**config.mk**
```make
export PLATFORM = sky130hd
export DESIGN_NAME = lrud_sqrt
export DESIGN_NICKNAME = d
export VERILOG_FILES = /design/src/hw/rtl/lrud_pkg.sv /design/src/hw/rtl/lrud_sqrt.sv
export SDC_FILE = /design/constraint.sdc
export NUM_CORES = 1
export LEC_CHECK = 0
export BUFFER_PORTS_ARGS = -buffer_cell sky130_fd_sc_hd__buf_2
export CORE_UTILIZATION = 31
export DETAILED_ROUTE_END_ITERATION = 12
export GPL_TIMING_DRIVEN = 0
export PLACE_DENSITY = 0.51
export RECOVER_POWER = 50
export SLEW_MARGIN = 20
export SYNTH_ARGS = -nofsm -noshare
export SYNTH_HDL_FRONTEND = slang
export SYNTH_SLANG_ARGS = --single-unit
```
**constraint.sdc**
```tcl
create_clock -name clk -period 6.6 [get_ports clk]
set_clock_uncertainty 0.05 [all_clocks]
set_input_delay 0.33 -clock clk [delete_from_list [all_inputs] [get_ports clk]]
set_output_delay 0.33 -clock clk [all_outputs]
set_load 0.02 [all_outputs]
```
**src/hw/rtl/lrud_pkg.sv**
```systemverilog
// Shared types and constants for the radial undistortion block.
package lrud_pkg;

  localparam int POINT_W   = 24;
  localparam int DELTA_W   = 25;
  localparam int RADIUS_W  = 24;
  localparam int FOCAL_W   = 25;
  localparam int INDEX_W   = 8;
  localparam int RAY_W     = 16;
  localparam int COUNT_W   = 9;
  localparam int PADDR_W   = 4;
  localparam int PDATA_W   = 32;

  localparam int MUL_W     = 31;
  localparam int SQRT_W    = 62;
  localparam int DIV_NUM_W = 52;
  localparam int DIV_DEN_W = 32;
  localparam int FOC_EXT_W = 54;
  localparam int MAG_W     = 53;

  typedef enum logic [1:0] {
    REG_CENTER_X = 2'd0,
    REG_CENTER_Y = 2'd1,
    REG_ENTRIES  = 2'd2
  } reg_index_t;

  typedef struct packed {
    logic [RADIUS_W-1:0]       radius;
    logic signed [FOCAL_W-1:0] focal;
  } entry_t;

  typedef struct packed {
    entry_t lo;
    entry_t hi;
  } pair_t;

endpackage

```
**src/hw/rtl/lrud_sqrt.sv**
```systemverilog
// Iterative integer square root, one result bit per cycle.
module lrud_sqrt #(
  parameter int W = 62
) (
  input  logic             clk,
  input  logic             rst,
  input  logic             start,
  input  logic [W-1:0]     operand,
  output logic             done,
  output logic [W/2-1:0]   root
);
  import lrud_pkg::*;

  localparam int H  = W / 2;
  localparam int CW = $clog2(H + 1);

  logic [W-1:0]   val;
  logic [H+1:0]   rem;
  logic [CW-1:0]  cnt;
  logic           running;
  logic [H+3:0]   rem_sh;
  logic [H+3:0]   trial;
  logic           fits;

  assign rem_sh = {rem, val[W-1 -: 2]};
  assign trial  = {2'b00, root, 2'b01};
  assign fits   = rem_sh >= trial;

  always_ff @(posedge clk) begin
    if (rst) begin
      running <= 1'b0;
      done    <= 1'b0;
    end else begin
      done <= 1'b0;
      if (start) begin
        val     <= operand;
        rem     <= '0;
        root    <= '0;
        cnt     <= CW'(H);
        running <= 1'b1;
      end else if (running) begin
        rem  <= fits ? (H+2)'(rem_sh - trial) : (H+2)'(rem_sh);
        root <= {root[H-2:0], fits};
        val  <= val << 2;
        cnt  <= cnt - CW'(1);
        if (cnt == CW'(1)) begin
          running <= 1'b0;
          done    <= 1'b1;
        end
      end
    end
  end

endmodule

```
Yosys cells after proc, flatten, opt, wreduce, memory -nomap -nowiden. Cells that the tools add are included.

Input port bits: 65. Word-level logic and storage cells: 25. Register bits after elaboration: 133. Output and inout bits: 32.

Reduce and logical (&&, ||, !) cells: 3. $add $sub $neg: 2. Mux-type cells: 10. Bitwise logic cells: 2. $lt $le $gt $ge: 1. Equality and inequality tests: 1.

Operator list (count): $mux W62 (2); $mux W33 (2); $ge A35 B33 Y1 (1); $sub A33 B33 Y33 (1); $mux W31 (1); $eq A5 B1 Y1 const B (1); $mux W5 (1); $sub A5 B1 Y5 const B (1); $mux W1 (4); $reduce_or A3 Y1 (1); $not A1 Y1 (2); $reduce_and A2 Y1 (1); $reduce_bool A2 Y1 (1).

Logic depth before layout (Yosys ltp).
Depth in word-level cells: 4. Gate-level depth with buffers: 13. Mapped depth without buffers: 10.

Worst setup path after synthesis. Ideal clock, no wire load.

Path type: in2reg. Start point: input start. End point: register cnt[0], enable pin. Library setup time: 0.623 ns. Path buffers: 2. Arrival: 6.367 ns. Stages: 4. Path slack: -0.441 ns. Data required time: 5.927 ns. Cells stage by stage: clkbuf_1 > clkbuf_1 > nor2_1 > nor2_1.

Longest elaborated chain between the ends: 2.

Ends and longest elaborated chain: start: declaration (RTL line lrud_sqrt.sv:7) `input logic start,`; $reduce_bool A2 Y1 (no source line); $reduce_and A2 Y1 (no source line); end signal: assignment (RTL line lrud_sqrt.sv:39) `cnt <= CW'(H);`; end signal: assignment (RTL line lrud_sqrt.sv:45) `cnt <= cnt - CW'(1);`; end: declaration (RTL line lrud_sqrt.sv:19) `logic [CW-1:0] cnt;`.

Every way passes these cells. A chain may end at the register's enable or synchronous reset.

Worst setup path in the final report.
Start point: register root[12]. End point: register rem[26], data pin.

Longest elaborated chain between the ends: 3. Elaborated cells between the ends (all ways): 4. Those cells by class: add/sub (1); order compare (1); mux (2).

Ends and longest elaborated chain: start: declaration (RTL line lrud_sqrt.sv:10) `output logic [W/2-1:0] root`; start signal: assignment (RTL line lrud_sqrt.sv:43) `root <= {root[H-2:0], fits};`; $sub A33 B33 Y33 or $ge A35 B33 Y1 (tied branches) (RTL line lrud_sqrt.sv:42, lrud_sqrt.sv:27); $mux W33 * (RTL line lrud_sqrt.sv:42) `rem <= fits ? (H+2)'(rem_sh - trial) : (H+2)'(rem_sh);`; $mux W33 * (RTL line lrud_sqrt.sv:41) `end else if (running) begin`; end signal: assignment (RTL line lrud_sqrt.sv:42); end: declaration (RTL line lrud_sqrt.sv:18) `logic [H+1:0] rem;`.

Mark *: on every way between the ends. The rest lies on a longest branch, timed or not. The select of a mux whose other input is x is not followed.

==> results.toml <==
[placed_design]
hpwlAfterDp_um = 13080
pre_cts_ws_ps = 3247
routabilityCongestion = 0.8429
io_buffers = 95

[synth]
synth_top_family_by_area = "simple AND/OR/NAND/NOR gates"
synthAdderAreaFrac_pct = 5.887
synth_fp_nets = 762
synth_seq_cells = 133
synth_area_sq_mm = 0.007438
async_flop_share_pct = 0
synth-xor-area-share_pct = 2.237
synthTopCellsByArea = "edfxtp_1, mux2_2, ha_1"
synth-edff-count = 131
ys_seq_area_share_pct = 53.42
ys.warnings.count = 0
synthMuxAreaShare_pct = 9.622
synth-simple-area-share_pct = 12.53
synth_compound_area_share_pct = 12.18
synth.top_cell.area_share_pct = 52.88
yosysTopAreaCell = "edfxtp_1"
avgSynthCellArea_sq_um = 11.24
ys.flop_type = "edfxtp_1"
netlist_instances = 662
yosys.cell_types.count = 63

[worst_setup_path]
r2r-start = "root[12]"
path_class = "flop to flop"
cp-startpoint = "root[12]"
path_delay_family = "compound AO/OA/AOI/OAI gates"
rr_endpoint = "rem[26]"
crit_chain = "inv_1, ha_1, buf_4, a21o_1, a21oi_1, a22oi_1, nand4bb_1, o211ai_2, nand2_1, clkbuf_1, a211oi_1"
path_max_fanout = 10
rr_worst_depth = 11
cp-end-kind = "flop"
critPathRequiredTime_ps = 6780
rrSetupSlack_ps = 3240
arrival_ps = 3540
crit_buf_inv = 3
critPathSlowestCell = "edfxtp_1"
cp-start-kind = "flop"
worst_path_largest_cell_delay_ps = 390

[layout]
final_common_cell = "edfxtp_1"
multi_input_comb_area_sq_mm = 0.003158
num-fill-cells = 2398
final_cell_mix = "edfxtp_1, buf_2, nand2_1, nor2_1, mux2_2"
drive_gt1_share_pct = 21.51
syn2layout_area_growth_pct = 20.15
seqCellArea_sq_mm = 0.003974
nets = 882
final_core_util_pct = 38.08

[global_routing]
grt_usage_pct = 15.62
grt_max_degree = 27
antenna_found_initial = 2
grt_pass1_wl_um = 29020
overflow = 0
grt_pass1_vias = 5489

[route]
drt_iter0_markers = 364
ant_nets = 0
firstDrtPassIters = 6
drc = 0
wl_per_cell_um = 16.13
num_vias = 5403
post_drt_via_cell_ratio = 4.846
postRouteWirelength_um = 17990

[power_and_ir_drop]
leakage_nw = 3.436
power.density_cell_area_mw_per_mm2 = 281.9
power.total_w = 0.002520
vdd_drop_max_mv = 0.1728

[clocking]
clkTransAtPathRegs_ps = 70
cts_resized = 0
htree_levels = 4
holdBufCountCts = 0
clk_latency_ps = 430
cts_tree = "built"
clockBufferDepth = 2
post-cts-setup-buffers = 0
numCtsBuffers = 17
clock-root-buffer = "clkbuf_16"
cts.sinks = 133

[floorplanning]
dieHeight_um = 156.9
start_util_pct = 31.69
num_rows = 56
die_width_um = 156.9
die_area_sq_mm = 0.02462
core_area_sq_mm = 0.02347
pin_count = 97

[hold_path]
whs_path_depth = 2
min_from = "rst"
hp-class = "primary input to flop"
hold_end = "done"

[run]
drv_cap = 1

[sta]
tightest_slew_ps = 1545
clock.fmax_mhz = 297.4
finalCriticalPeriod_ps = 3362
drv_slew = 27
hold_viol = 0
finalSetupTns_ps = 0
final.setup.worst_slack_ps = 3238
setup_violations = 0
whs_ps = 19.47
fin_crit_sh_pct = 50.94
rsz0062_at_grt = "false"
slew_headroom_pct = -3.003

[run_status]
status = "finished, violations left"
violations = "capacitance limit, slew limit"
==> cell type report <==
cell class,count,share of cell area [%]
Antenna cell,1,0.02800
Clock buffer,17,4.760
Tap cell,319,4.466
Sequential cell,133,44.46
Buffer,29,1.456
Timing Repair Buffer,101,5.754
Multi-Input combinational cell,453,35.34
Clock inverter,15,1.764
Inverter,47,1.974
==> per-stage QoR <==
step	cell area (sq um)	instances
finish	8937	1115
global route	8935	1114
CTS	9046	1114
detailed placement	8463	1082
global placement	8315	1076
floorplan	7441	662
==> cell families after synthesis <==
family                   count (synthesis)
adder cells (fa/ha/maj)                 35
XOR/XNOR                                19
buffers and inverters                   76
AO/OA/AOI/OAI                          139
multiplexers                            64
AND/OR/NAND/NOR                        196
flip-flops                             133
==> flip-flops by register name, summed over array words and instances, names as in the netlist <==
signal,cells
cnt,5
done,1
rem,33
root,31
running,1
val,62
==> layer usage <==
layer / GRT usage [%] / vias up / part of all wire, %
li1: - / 2687 / -
met1: 19.88 / 2555 / 46
met2: 24.61 / 140 / 46
met3: 5.204 / 19 / 6.6
met4: 5.556 / 2 / 1.3
met5: 0 / - / 0.044
==> power by group <==
group          total, W  switching [W]  internal, W
registers       0.00104      0.0000256      0.00101
clock network  0.000962       0.000425     0.000537
logic          0.000519       0.000307     0.000212
total           0.00252       0.000758      0.00176
==> cell usage after synthesis, types with 2 or more instances <==
master	instances
and2_1	5
or2b_1	2
nor4_1	3
o31ai_1	5
nand3_1	18
a21oi_1	49
nand2_1	60
mux2i_1	4
nor3b_1	2
buf_2	5
nor3_1	11
nand3b_1	5
o211ai_1	5
nand2b_1	5
a311o_1	2
o21a_1	8
mux2_2	60
edfxtp_1	131
or3b_1	2
inv_1	47
xor2_1	5
xnor2_1	14
ha_1	35
nor2_1	59
and3_1	9
o22ai_1	3
nor2b_1	3
or3_1	2
a21o_1	9
nand4_1	3
a31oi_1	6
a211oi_1	9
o21ai_0	23
buf_4	2
o21bai_1	2
o31a_1	2
clkbuf_1	20
dfxtp_1	2
==> worst max-delay path by stage <==
stage / end / slack [ps] / cells after the start
after detailed placement: rem[26] / 3250 / 11
final: rem[26] / 3240 / 11
after floorplan: cnt[0] / 1770 / 4
after CTS: rem[26] / 3220 / 11
after global routing: rem[15] / 3010 / 12
after global placement: root[11] / -410 / 4
Power figures use the tool's default switching activity.
