`src/hw/rtl/lrud_pkg.sv`:
```
// Shared types and constants for the radial undistortion block.
package lrud_pkg;

  localparam int POINT_W   = 24;
  localparam int DELTA_W   = 25;
  localparam int RADIUS_W  = 24;
  localparam int FOCAL_W   = 25;
  localparam int INDEX_W   = 8;
  localparam int RAY_W     = 16;
  localparam int COUNT_W   = 9;
  localparam int PADDR_W   = 4;
  localparam int PDATA_W   = 32;

  localparam int MUL_W     = 31;
  localparam int SQRT_W    = 62;
  localparam int DIV_NUM_W = 52;
  localparam int DIV_DEN_W = 32;
  localparam int FOC_EXT_W = 54;
  localparam int MAG_W     = 53;

  typedef enum logic [1:0] {
    REG_CENTER_X = 2'd0,
    REG_CENTER_Y = 2'd1,
    REG_ENTRIES  = 2'd2
  } reg_index_t;

  typedef struct packed {
    logic [RADIUS_W-1:0]       radius;
    logic signed [FOCAL_W-1:0] focal;
  } entry_t;

  typedef struct packed {
    entry_t lo;
    entry_t hi;
  } pair_t;

endpackage

```
`src/hw/rtl/lrud_div.sv`:
```
// Iterative unsigned restoring divider, one quotient bit per cycle.
module lrud_div #(
  parameter int NUM_W = 52,
  parameter int DEN_W = 32
) (
  input  logic             clk,
  input  logic             rst,
  input  logic             start,
  input  logic [NUM_W-1:0] num,
  input  logic [DEN_W-1:0] den,
  output logic             done,
  output logic [NUM_W-1:0] quo
);
  import lrud_pkg::*;

  localparam int CW = $clog2(NUM_W + 1);

  logic [NUM_W-1:0] num_q;
  logic [DEN_W-1:0] den_q;
  logic [DEN_W-1:0] rem;
  logic [CW-1:0]    cnt;
  logic             running;
  logic [DEN_W:0]   rem_sh;
  logic [DEN_W:0]   diff;
  logic             fits;

  assign rem_sh = {rem, num_q[NUM_W-1]};
  assign diff   = rem_sh - {1'b0, den_q};
  assign fits   = rem_sh >= {1'b0, den_q};

  always_ff @(posedge clk) begin
    if (rst) begin
      running <= 1'b0;
      done    <= 1'b0;
    end else begin
      done <= 1'b0;
      if (start) begin
        num_q   <= num;
        den_q   <= den;
        rem     <= '0;
        quo     <= '0;
        cnt     <= CW'(NUM_W);
        running <= 1'b1;
      end else if (running) begin
        rem   <= fits ? diff[DEN_W-1:0] : rem_sh[DEN_W-1:0];
        quo   <= {quo[NUM_W-2:0], fits};
        num_q <= num_q << 1;
        cnt   <= cnt - CW'(1);
        if (cnt == CW'(1)) begin
          running <= 1'b0;
          done    <= 1'b1;
        end
      end
    end
  end

endmodule

```
`config.mk`:
```
export PLATFORM = sky130hd
export DESIGN_NAME = lrud_div
export DESIGN_NICKNAME = d
export VERILOG_FILES = /design/src/hw/rtl/lrud_pkg.sv /design/src/hw/rtl/lrud_div.sv
export SDC_FILE = /design/constraint.sdc
export NUM_CORES = 1
export LEC_CHECK = 0
export BUFFER_PORTS_ARGS = -buffer_cell sky130_fd_sc_hd__buf_2
export CORE_ASPECT_RATIO = 0.75
export CORE_MARGIN = 10
export CORE_UTILIZATION = 52
export DETAILED_ROUTE_END_ITERATION = 10
export PLACE_DENSITY = 0.8
export SLEW_MARGIN = 25
export SYNTH_ARGS = -nofsm -noshare
export SYNTH_HDL_FRONTEND = slang
export SYNTH_SLANG_ARGS = --single-unit
```
`constraint.sdc`:
```
create_clock -name clk -period 6.8 [get_ports clk]
set_input_delay 0.34 -clock clk [delete_from_list [all_inputs] [get_ports clk]]
set_output_delay 0.34 -clock clk [all_outputs]
set_load 0.01 [all_outputs]
```
=== Word-level counts from Yosys, hierarchy flattened ===
Cells that the tools add are included.

* Add/sub/neg operators: 2
* $lt $le $gt $ge: 1
* Muxes and demuxes: 10
* Eq/ne operators: 1
* Reduce and logical (&&, ||, !) cells: 4
* Bitwise operators: 2

{| class="wikitable"
|+ Operators by type and width
! kind !! count
|-
| two-way mux 52 bit || 3
|-
| two-way mux 32 bit || 2
|-
| greater-or-equal comparator 33 x 32 -> 1 bit || 1
|-
| subtractor 32 bit || 1
|-
| equality test 6 x 1 -> 1 bit, second input constant || 1
|-
| two-way mux 6 bit || 1
|-
| subtractor 6 x 1 -> 6 bit, second input constant || 1
|-
| two-way mux 1 bit || 4
|-
| AND reduction 2 bit || 2
|-
| OR reduction 3 bit || 1
|-
| NOT 1 bit || 2
|-
| nonzero test 2 bit || 1
|}

* Input bits: 87
* Register bits: 176
* Word-level logic and storage cells: 27

=== Depth between registers and ports, before layout ===
* Word-level depth: 4
* Depth in mapped cells: 14
* Gate-level depth less buffers: 12

=== Worst setup path before layout ===
Ideal clock, no wire load.

* Path kind: input to register
* Start point: in start
* End point: reg cnt[0], enable pin
* Data arrival time: 6.587 ns
* Path slack: -0.433 ns
* Required time: 6.154 ns
* Stages on the path: 3
* Path through: clkbuf_1 > nor2_1 > nor2_1

* Word-level cells in the longest chain between the ends: 2

{| class="wikitable"
|+ Ends and longest elaborated chain
! what !! line !! RTL
|-
| from (decl) || lrud_div.sv:8 || <nowiki>input logic start,</nowiki>
|-
| nonzero test 2 bit (no line) || n/a ||
|-
| AND reduction 2 bit (no line) || n/a ||
|-
| to (signal assigned) || lrud_div.sv:42 || <nowiki>cnt <= CW'(NUM_W);</nowiki>
|-
| to (signal assigned) || lrud_div.sv:48 || <nowiki>cnt <= cnt - CW'(1);</nowiki>
|-
| to (decl) || lrud_div.sv:21 || <nowiki>logic [CW-1:0] cnt;</nowiki>
|}

No other way between the ends.
A chain may end at the register's enable or synchronous reset.

=== Worst setup path after layout ===
* Start point: reg rem[6]
* End point: reg rem[23], data pin

* Word-level cells in the longest chain between the ends: 3
* Elaborated cells on any way between the ends: 4

{| class="wikitable"
|+ Ends and longest elaborated chain
! what !! line !! RTL
|-
| from (decl) || lrud_div.sv:20 || <nowiki>logic [DEN_W-1:0] rem;</nowiki>
|-
| from (signal assigned) || lrud_div.sv:45 || <nowiki>rem <= fits ? diff[DEN_W-1:0] : rem_sh[DEN_W-1:0];</nowiki>
|-
| subtractor 32 bit or greater-or-equal comparator 33 x 32 -> 1 bit (tied branches) || lrud_div.sv:28, lrud_div.sv:29 ||
|-
| two-way mux 32 bit * || lrud_div.sv:45 ||
|-
| two-way mux 32 bit * || lrud_div.sv:44 || <nowiki>end else if (running) begin</nowiki>
|}

Mark *: on every way between the ends. The rest lies on a longest branch, timed or not. The select of a mux whose other input is x is not followed.

==> qor.yml <==
outcome:
  status: "finished, final reports clean"
clock_network:
  cts.sinks: 176
  htree_levels: 4
  postCtsSetupRepairBufs: 0
  clock-root-buffer: "clkbuf_16"
  cts_tree: "yes"
  numCtsBuffers: 17
  clock_path_buffers: 2
  postCtsResizedCells: 0
  hold_buffers: 0
  path_clk_slew_ps: 80
  clock_latency_ps: 430
route:
  dr.pass1.iters: 5
  drt-initial-drc-count: 690
  finalWirelength_um: 18900
  wl_met3_um: 1240
  vias: 5682
  vias_per_cell: 5.47
  route.detailed.drc: 0
  drt-met1-wl_um: 8700
  wl_per_cell_um: 18.2
  met2_length_um: 8720
  postRouteAntennaNets: 0
  top_layer: "met4"
die:
  die_w_um: 170
  rows: 41
  die_h_um: 133
  start_util_pct: 52.7
  ios: 140
  coreArea_um2: 16700
  dieArea_um2: 22500
timing:
  worstMarginPinSlew_ps: 926
  rsz0062_at_grt: "no"
  finalSetupTns_ps: 0
  hold_viol_final: 0
  period_needed_ps: 3690
  finalCritPeriodShare_pct: 54.3
  drv_slew: 0
  finalSetupViolations: 0
  timing.final.ws_setup_ps: 3110
  timing.hold.ws_ps: 85.2
  relSlewSlack_pct: 38.1
  fmax_mhz: 271
  skew_ps: 10.3
logic_synthesis:
  ys_seq_area_share_pct: 60.0
  synthesis.area_um2: 8780
  synth_fp_nets: 802
  synthCells: 680
  synth_area_leaders: "edfxtp_1 59%, mux2_2 6.7%, ha_1 4.8%, nor2b_1 3.9%, mux2i_1 2.6%"
  syn_avg_cell_area_um2: 12.9
  ys_types: 57
  ys_ff_latch: 176
  synthFlopType: "edfxtp_1"
  synth.top_cell.area_share_pct: 59.5
  yosys.area.top_type: "edfxtp_1"
  synth_edf_count: 174
  postSynth.asyncResetShare_pct: 0
  yosysWarnings: 0
worst_setup_path:
  worstSetupStartpointType: "register"
  crit_fanout: 24
  critPathRequiredTime_ps: 6950
  endpoint_kind: "register"
  ff2ff_setup_slack_ps: 3110
  crit_type: "register to register"
  arrival_ps: 3840
placement:
  place_congestion: 0.909
  hpwl_um: 13500
  dp_slack_ps: 3130
  port_buffers: 139
  dpl_cell_area_um2: 9660
final_layout:
  final_area_um2: 10300
  final_cell_mix: "174 x edfxtp_1, 138 x buf_2, 55 x nor2b_1"
  fillCellCount: 1310
  drive_gt1_share_pct: 28.8
  synthToLayoutAreaGrowth_pct: 17.1
  n_antenna_cell: 0
  fin_util_pct: 61.7
  nNetsFinal: 933
  final_common_cell: "edfxtp_1"
power:
  peakVddDrop_mv: 0.185
  power_density_nw_per_um2: 280
  p_leak_nw: 4.23
global_route:
  grt_pass1_vias: 5707
  grt_util_all_layers_pct: 17.0
  antenna_found_initial: 0
  grt_pass1_wl_um: 30800
  grt_start_max_net_pins: 76
  grt_overflow_total: 0
hold_path:
  hold_class: "primary input to register"
job:
  drv_cap: 0
final timing paths:
kind / endpoint / from / cells past startpoint
hold reg to reg: done / running / 1
setup / recovery: rem[23] / rem[6] / 11
hold / removal: den_q[11] / den[11] / 1
setup reg to reg: rem[23] / rem[6] / 11
sequential cells by signal, indices dropped and copies added (netlist names):
| name | cells |
|---|---|
| rem | 32 |
| quo | 52 |
| running | 1 |
| num_q | 52 |
| cnt | 6 |
| den_q | 32 |
| done | 1 |
Yosys cell counts (2+ instances only):
cell and count:
mux2_2 52, ha_1 34, xor2_1 10, mux2i_1 23, o221ai_1 2, or3_1 2, buf_2 6, xnor2_1 17
o21ai_0 18, o21ai_1 4, clkbuf_1 18, nor3_1 5, o211ai_1 2, a21oi_1 34, edfxtp_1 174, and2_1 2
dfxtp_1 2, a311oi_1 2, nand4_1 6, a221oi_1 3, nand2b_1 2, o21a_1 6, nand3_1 8, nand3b_1 3
nand2_1 29, buf_1 5, o21bai_1 5, inv_1 41, a21o_1 18, and3_1 5, nor2b_1 55, buf_6 2
o21ai_2 2, a211o_1 2, and4_1 3, nor2_1 49, a211oi_1 8, nor4_1 2
critical path, cell delays in order (launching register included):
cell and delay [ps]:
edfxtp_1 410, ha_1 440, o21a_1 140, a21oi_1 90, a2111o_1 380, o21ai_2 200
a311oi_2 150, o21ai_1 270, a21o_1 570, buf_4 450, mux2i_1 250, nor2_1 50
power breakdown:
group / total [mW] / internal (mW) / switching [mW]
combinational: 0.527 / 0.224 / 0.302
sequential: 1.33 / 1.29 / 0.0341
clock: 1.03 / 0.540 / 0.488
total: 2.88 / 2.06 / 0.824
logic make-up (layout without fill, tap and decap cells):
| kind of cell | Yosys count | count (layout) | share of synthesized area [%] |
|---|---|---|---|
| flops | 176 | 176 | 60.0 |
| mux | 75 | 75 | 9.29 |
| buf+inv | 73 | 217 | 3.42 |
| xor+xnor | 27 | 27 | 2.69 |
| simple gates | 177 | 177 | 10.5 |
| fa+ha+maj | 35 | 35 | 5.07 |
| compound gates | 117 | 117 | 9.08 |
per-layer routing:
metal  GRT usage (%)  vias up
li1                -     2761
met1            23.9     2716
met2            25.4      187
met3            4.01       18
met4            5.25        0
met5               0        -
final cells by class:
cell class,instances,area [µm²],area share (%)
Clock buffer,17,425,4.14
Clock inverter,15,205,1.99
Sequential cell,176,5270,51.2
Tap cell,215,269,2.62
Timing Repair Buffer,144,736,7.15
Inverter,41,154,1.50
Multi-Input combinational cell,431,3230,31.4
per-stage QoR:
| step | std cells | power (mW) |
|---|---|---|
| floorplan | 680 | 1.74 |
| global placement | 1007 | 1.85 |
| detailed placement | 1007 | 1.87 |
| CTS | 1039 | 2.90 |
| global route | 1039 | 3.02 |
| finish | 1039 | 2.88 |
Power figures use the tool's default switching activity.
