`src/hw/rtl/lrud_pkg.sv`:
```
// Shared types and constants for the radial undistortion block.
package lrud_pkg;

  localparam int POINT_W   = 24;
  localparam int DELTA_W   = 25;
  localparam int RADIUS_W  = 24;
  localparam int FOCAL_W   = 25;
  localparam int INDEX_W   = 8;
  localparam int RAY_W     = 16;
  localparam int COUNT_W   = 9;
  localparam int PADDR_W   = 4;
  localparam int PDATA_W   = 32;

  localparam int MUL_W     = 31;
  localparam int SQRT_W    = 62;
  localparam int DIV_NUM_W = 52;
  localparam int DIV_DEN_W = 32;
  localparam int FOC_EXT_W = 54;
  localparam int MAG_W     = 53;

  typedef enum logic [1:0] {
    REG_CENTER_X = 2'd0,
    REG_CENTER_Y = 2'd1,
    REG_ENTRIES  = 2'd2
  } reg_index_t;

  typedef struct packed {
    logic [RADIUS_W-1:0]       radius;
    logic signed [FOCAL_W-1:0] focal;
  } entry_t;

  typedef struct packed {
    entry_t lo;
    entry_t hi;
  } pair_t;

endpackage

```
`src/hw/rtl/lrud_cell.sv`:
```
// One table cell of the rotating radius/focal ring.
module lrud_cell (
  input  logic            clk,
  input  logic            shift,
  input  logic            load,
  input  lrud_pkg::entry_t wr_data,
  input  lrud_pkg::entry_t nbr,
  output lrud_pkg::entry_t q
);
  import lrud_pkg::*;

  // Load a written entry, else take the neighbour's entry while the ring turns.
  always_ff @(posedge clk) begin
    if (load) begin
      q <= wr_data;
    end else if (shift) begin
      q <= nbr;
    end
  end

endmodule

```
`config.mk`:
```
export PLATFORM = sky130hd
export DESIGN_NAME = lrud_cell
export DESIGN_NICKNAME = d
export VERILOG_FILES = /design/src/hw/rtl/lrud_pkg.sv /design/src/hw/rtl/lrud_cell.sv
export SDC_FILE = /design/constraint.sdc
export NUM_CORES = 1
export LEC_CHECK = 0
export BUFFER_PORTS_ARGS = -buffer_cell sky130_fd_sc_hd__buf_2
export CELL_PAD_IN_SITES_DETAIL_PLACEMENT = 0
export CELL_PAD_IN_SITES_GLOBAL_PLACEMENT = 1
export CORE_MARGIN = 5
export CORE_UTILIZATION = 36
export CTS_CLUSTER_SIZE = 10
export DETAILED_ROUTE_END_ITERATION = 8
export MAX_ROUTING_LAYER = met4
export PLACE_DENSITY = 0.87
export SYNTH_ARGS = -nofsm -noshare
export SYNTH_HDL_FRONTEND = slang
export SYNTH_SLANG_ARGS = --single-unit
```
`constraint.sdc`:
```
create_clock -name clk -period 5.48 [get_ports clk]
set_input_delay 0.548 -clock clk [delete_from_list [all_inputs] [get_ports clk]]
set_output_delay 0.548 -clock clk [all_outputs]
set_load 0.005 [all_outputs]
```
Word-level counts from Yosys, hierarchy flattened:

Index checks and enable logic that the tools add are counted.

* register bits: 49
* latch bits: 0
* bits in writable memories: 0
* memory bits (read-only): 0
* input port bits: 101
* output and inout port bits: 49
* logic and storage cells: 5
* memories kept: 0

* add/subtract/negate cells: 0
* multiply operators: 0
* divide/modulo/power cells: 0
* magnitude comparators: 0
* equal/unequal tests: 0
* shifts and indexed selects: 0
* muxes and demuxes: 2
* bitwise gates (word level): 0
* reduce and logical (&&, ||, !) cells: 1

Operators by type and width (number)
* 49-bit two-way mux: 2
* 2-bit nonzero test: 1

Longest topological paths before layout:

Gate-level depths: netlist of the first run.

* depth after elaboration: 2
* depth in mapped cells: 3
* gate-level depth less buffers: 1

Worst setup path before layout of the first run:

No wires, ideal clock.

* path kind: input to register
* start: in load
* end: reg q[0] (netlist name) (enable)
* library setup time: 409 ps
* data arrival time: 1951 ps
* required time: 5071 ps
* path slack: 3119 ps
* stages: 3
* buffers on the path: 2
* cell sequence: buf_6 > buf_12 > or2_1

* cells in the longest elaborated chain, start to end: 1

RTL lines
* from (decl): RTL line lrud_cell.sv:5 `input logic load,`
* 2-bit nonzero test (no line)
* to (signal assigned): RTL line lrud_cell.sv:15 `q <= wr_data;`
* to (signal assigned): RTL line lrud_cell.sv:17 `q <= nbr;`
* to (decl): RTL line lrud_cell.sv:8 `output lrud_pkg::entry_t q`

No other way between the ends.
A chain may end at the register's enable or synchronous reset.

Worst setup path in the final report of the first run:

* start: in load
* end: reg q[19] (netlist name) (enable)

Same word-level chain as after synthesis.

==> results of run 1 <==
## cell usage in the layout (no fill, tap or decap)
| cell | synthesis | layout |
|---|---|---|
| clkbuf_1 | 0 | 2 |
| buf_4 | 0 | 1 |
| mux2_4 | 49 | 49 |
| clkbuf_8 | 0 | 5 |
| buf_2 | 0 | 149 |
| or2_2 | 0 | 1 |
| edfxtp_1 | 49 | 49 |
| clkinvlp_4 | 0 | 1 |
## worst min-delay path by stage
stage	from	end	slack [ns]	cells past startpoint
after global placement	wr_data[14]	q[14]$_DFFE_PP_	0.85	2
after global routing	wr_data[20]	q[20]$_DFFE_PP_	0.53	2
after detailed placement	wr_data[44]	q[44]$_DFFE_PP_	0.85	2
final	wr_data[44]	q[44]$_DFFE_PP_	0.55	2
after CTS	wr_data[44]	q[44]$_DFFE_PP_	0.54	2
after floorplan	wr_data[0]	q[0]$_DFFE_PP_	0.77	1
## through the flow
step | power (mW) | setup WS [ns] | hold slack, ns | cells
3_3_place_gp | 0.6282 | 2.764 | 0.8496 | 326
6_report | 0.8233 | 3.068 | 0.5465 | 334
2_1_floorplan | 0.5535 | 3.119 | 0.7655 | 105
5_1_grt | 0.8646 | 2.913 | 0.5275 | 334
4_1_cts | 0.8348 | 3.039 | 0.5358 | 334
3_5_place_dp | 0.6328 | 2.716 | 0.8513 | 326
## worst max-delay path, cell delays in order
cell	delay, ns
buf_2	0.08
buf_4	0.67
or2_2	1.00
## power groups by stage
stage               Clock (mW)  Sequential (mW)  Combinational (mW)
global placement             0            0.477               0.151
floorplan                    0            0.485              0.0683
global route             0.228            0.473               0.164
finish                   0.204            0.469               0.150
detailed placement           0            0.479               0.154
CTS                      0.210            0.471               0.154
## cell type report
| class | count | area [um2] | area share |
|---|---|---|---|
| timing repair buffer | 150 | 753.2 | 0.2394 |
| tap | 77 | 96.34 | 0.03062 |
| multi-input combinational | 50 | 742.0 | 0.2358 |
| clock inverter | 1 | 7.507 | 0.002386 |
| clock buffer | 7 | 76.32 | 0.02425 |
| sequential | 49 | 1471 | 0.4676 |
## cells by family (layout without fill, tap and decap cells)
family / after synthesis / in the layout / synth area share
buffers and inverters: 6 / 158 / 0.04790
multiplexers: 49 / 49 / 0.3165
AND/OR/NAND/NOR: 1 / 1 / 0.002693
flip-flops: 49 / 49 / 0.6329
## routing by layer
| metal | track usage | part of all wire |
|---|---|---|
| met4 | 0.05087 | 0.024 |
| met2 | 0.2122 | 0.51 |
| met1 | 0.1434 | 0.37 |
| met5 | - | 0 |
| met3 | 0.04750 | 0.095 |
==> impl_results.md, run 1 <==
- Status: complete, no violations
- Internal: 0.6439 mW
- Layout cells sized above 1: 0.8016
- CTS tree: done
- Post-synth cell types: 5
- Drt wl/cell: 15.46 um
- Net Switching: 0.1794 mW
- Post-synth EDFFs: 49
- Worst slew margin: 0.2428
- Vias per Instance: 4.389
- Postcts setup bufs: 0
- Drt pass-1 iters: 3
- Largest register FFs: 49
- #FFs+latches synth: 49
- Initial drt markers: 23
- Final setup fails: 0
- Syn_area_per_cell: 22.14 um2
- Comb power frac: 0.183
- Top cells by area, synth: edfxtp_1, mux2_4, buf_12
- Reg power frac: 0.570
- Fin crit share: 0.4402
- Chip Height: 90.36 um
- Clk pwr share: 0.247
- Max-slew violation count: 0
- Die area: 8165 um2
- Vias in the first global route: 1560
- Post-synthesis cell area: 2325 um2
- I/O pins: 150
- Final Hold Fails: 0
- Final setup TNS: 0 ns
- Setup crit end kind: register
- Initial Util: 0.3682
- Top-area cell type share of the netlist area: 0.6329
- Post-CTS Hold Buffers: 0
- Synthesis-to-layout area growth: 35.36%
- Post-Route WL: 5.165 mm
- Port bufs: 149
- Largest net degree at the start of global routing: 51
- # rows: 29
- # fillers: 576
- Main flop type after synthesis: edfxtp_1
- Ys async rst share: 0
- RSZ-0062 raised after global routing: false
- Biggest register: q
- Area post-placement: 3063 um2
- Hold Crit Class: in2reg
- Routed Antenna Nets: 0
- Top flop regs: q (49)
- Worst Path Max Fanout: 50
- Cell Pwr Density: 261.6 nW/um2
- Switch share: 0.2179
- Worst setup SP type: input port
- Clock-pin slew on the worst setup and hold paths: 0.09 ns
- CTS max path bufs: 2
- FMAX: 0.4146 GHz
- First-pass GRT wire length: 7.976 mm
- Sequential-to-total area share from yosys stat: 0.6329
- Critical path origin: load
- Cell area after layout: 3147 um2
- # resized after CTS: 0
- Die X: 90.36 um
- Diode count: 0
- Worst vdd ir: 0.1167 mV
- Gpl congestion: 0.7642
- Syn_nets: 206
- Cell count after synthesis: 105
- GR Overflow Total: 0
- Crit Path Class: in2reg
- YS warnings: 0
- Slew @ Worst Pin: 1.136 ns
- CP arrival: 2.33 ns
- # nets final: 357
- # DRC: 0
- Root Driver: clkbuf_8
- Synth cell count leaders: edfxtp_1, mux2_4, buf_12, buf_6, or2_1
- Min Tclk post-route: 2.412 ns
- Core Region: 6314 um2
- Max-Cap Viols: 0
- Detailed-route via count: 1466
- Sink Count: 49
- Antenna violations before repair: 0
- CTS Buf Count: 5
- Critical path data required time: 5.39 ns
- Final Util: 0.4984
- LEAKAGE: 1.533 nW
- Global-route usage over all layers: 0.1295
- Post-synth top area cell: edfxtp_1
- H-tree levels: 2
- Setup crit end: q[19]$_DFFE_PP_
No activity file was read; power rests on OpenSTA's default activity.
==> inputs of run 2 (changes only) <==
- CORE_UTILIZATION: 36 -> 30
- PLACE_DENSITY: 0.87 -> 0.77
- clock period: 5.48 -> 1.99 ns (I/O delays scaled with it)
==> run 2 against run 1 <==
Sequential cell count stayed put. Cell count grew 8.1%. Hold slack worse by 0.35 ns. Sequential power rose to 2.8 times the previous value. Die area rose by 18%. Combinational power rose to 2.8 times the previous value. Via count rose by 2.6%. Core utilization fell by 7.6 points. Non-clock buffer count is 2 higher. Cell area grew 2.7%. Total power increased to 2.9 times the previous value. Largest power group unchanged.
==> impl_results.md, run 2 (synthesis gave the netlist of run 1 again) <==
- Post-route worst setup slack: 0.9628 ns (was 3.068 ns)
- Cell Pwr Density: 744.3 nW/um2 (was 261.6 nW/um2)
- I/O pins: 150 (unchanged)
- Hold Path Stages: 2 (unchanged)
- Most frequent cells in the layout: buf_2, mux2_4, edfxtp_1, clkbuf_8, buf_4 (was buf_2, mux2_4, edfxtp_1, clkbuf_8, clkbuf_1)
- Worst vdd ir: 0.2932 mV (was 0.1167 mV)
- Largest register FFs: 49 (unchanged)
- Post-CTS Hold Buffers: 0 (unchanged)
- CTS tree: done (unchanged)
- Commonest non-fill, non-tap cell in the layout: buf_2 (unchanged)
- Slowest-stage cell, CP: edfxtp_1 (was or2_2)
- Diode count: 0 (unchanged)
- Layout cells sized above 1: 0.8069 (was 0.8016)
- Top flop regs: q (49) (unchanged)
- Max-Cap Viols: 0 (unchanged)
- Root Driver: clkbuf_8 (unchanged)
- Postcts setup bufs: 0 (unchanged)
- Sink Count: 49 (unchanged)
- Hold EP: q[14]$_DFFE_PP_ (was q[44]$_DFFE_PP_)
- Worst setup SP type: register (was input port)
- Global-route usage over all layers: 0.1149 (was 0.1295)
- # resized after CTS: 0 (unchanged)
- Hold Crit Class: in2reg (unchanged)
- # rows: 32 (was 29)
- Vias in the first global route: 1646 (was 1560)
- Final setup fails: 0 (unchanged)
- WHS: 0.1956 ns (was 0.5465 ns)
- Initial drt markers: 35 (was 23)
- CTS max path bufs: 2 (unchanged)
- Critical path data required time: 1.79 ns (was 5.39 ns)
- Max-slew violation count: 0 (unchanged)
- Die area: 9610 um2 (was 8165 um2)
- Clock-pin slew on the worst setup and hold paths: 0.09 ns (about the same)
- Antenna violations before repair: 0 (unchanged)
- Detailed-route via count: 1504 (was 1466)
- Drt wl/cell: 15.25 um (was 15.46 um)
- Crit Path Class: reg2out (was in2reg)
- CP bufs+invs: 1 (was 2)
- Worst Path Max Fanout: 1 (was 50)
- Area of the multi-input gates: 742.0 um2 (unchanged)
- First-pass GRT wire length: 8.266 mm (was 7.976 mm)
- Max incr delay on CP: 0.39 ns (was 1.00 ns)
- H-tree levels: 2 (unchanged)
- Routed Antenna Nets: 0 (unchanged)
- RSZ-0062 raised after global routing: false (unchanged)
- Slew @ Worst Pin: 0.4443 ns (was 1.136 ns)
- Status: complete, no violations (unchanged)
- LEAKAGE: 1.565 nW (was 1.533 nW)
- Initial Util: 0.3040 (was 0.3682)
- CTS Buf Count: 5 (unchanged)
- # nets final: 359 (was 357)
- Worst path cell trace: buf_2 (was buf_2, buf_4, or2_2)
- Pre-CTS WS: 0.6705 ns (was 2.716 ns)
- Largest net degree at the start of global routing: 38 (was 51)
- Die X: 98.03 um (was 90.36 um)
- Drt pass-1 iters: 4 (was 3)
- # fillers: 724 (was 576)
- Port bufs: 149 (unchanged)
- Largest delay share family, worst path: flip-flops (was simple AND/OR/NAND/NOR gates)
- Final Hold Fails: 0 (unchanged)
- Fin crit share: 0.5162
- Storage cell area: 1471 um2 (unchanged)
- Biggest register: q (unchanged)
- Final Util: 0.4228 (was 0.4984)
- FMAX: 0.9735 GHz
- CP arrival: 0.83 ns (was 2.33 ns)
- Cell area after layout: 3233 um2 (was 3147 um2)
- GR Overflow Total: 0 (unchanged)
- Hold path startpoint: wr_data[14] (was wr_data[44])
- Final setup TNS: 0 ns (unchanged)
- Min Tclk post-route: 1.027 ns
- Setup crit end kind: output port (was register)
- Core Region: 7647 um2 (was 6314 um2)
- Post-Route WL: 5.507 mm (was 5.165 mm)
- DP Wirelength: 4.624 mm
- Worst slew margin: 0.7038 (was 0.2428)
- Gpl congestion: 0.7919 (was 0.7642)
- Area post-placement: 3122 um2 (was 3063 um2)
- # DRC: 0 (unchanged)
- Synthesis-to-layout area growth: 39.07% (was 35.36%)
- Chip Height: 98.03 um (was 90.36 um)
- Vias per Instance: 4.166 (was 4.389)
==> run 2: area by class of cell <==
class                      count  area share
sequential                    49      0.4551
multi-input combinational     50      0.2295
clock inverter                 2     0.01200
timing repair buffer         152      0.2415
tap                          102     0.03947
clock buffer                   6     0.02245
==> run 2: how the worst max path moves through the flow <==
| stage | end | startpoint | cells after the start |
|---|---|---|---|
| 2_1_floorplan | q[0]$_DFFE_PP_ | load | 3 |
| 3_3_place_gp | q[45]$_DFFE_PP_ | load | 3 |
| 3_5_place_dp | q[45]$_DFFE_PP_ | load | 3 |
| 4_1_cts | q[26] | q[26]$_DFFE_PP_ | 1 |
| 5_1_grt | q[15] | q[15]$_DFFE_PP_ | 1 |
| 6_report | q[26] | q[26]$_DFFE_PP_ | 1 |
==> run 2: where the power goes <==
part           internal [mW]  leakage (nW)  total [mW]  switching (mW)
clock                  0.377        0.0554       0.694           0.317
combinational          0.261          1.01       0.421           0.159
sequential              1.27         0.499        1.29          0.0262
==> run 2: metrics by stage <==
step	power, mW	cells
floorplan	1.523	105
CTS	2.449	361
global route	2.520	361
global placement	1.740	353
finish	2.407	361
detailed placement	1.747	353
==> run 2: per-layer routing <==
layer	vias to the layer above	global-route usage	wire length (um)
met5	-	-	0
met4	0	0.04047	121
met3	10	0.03857	450
met2	74	0.2073	3046
met1	707	0.1150	1888
li1	713	-	-
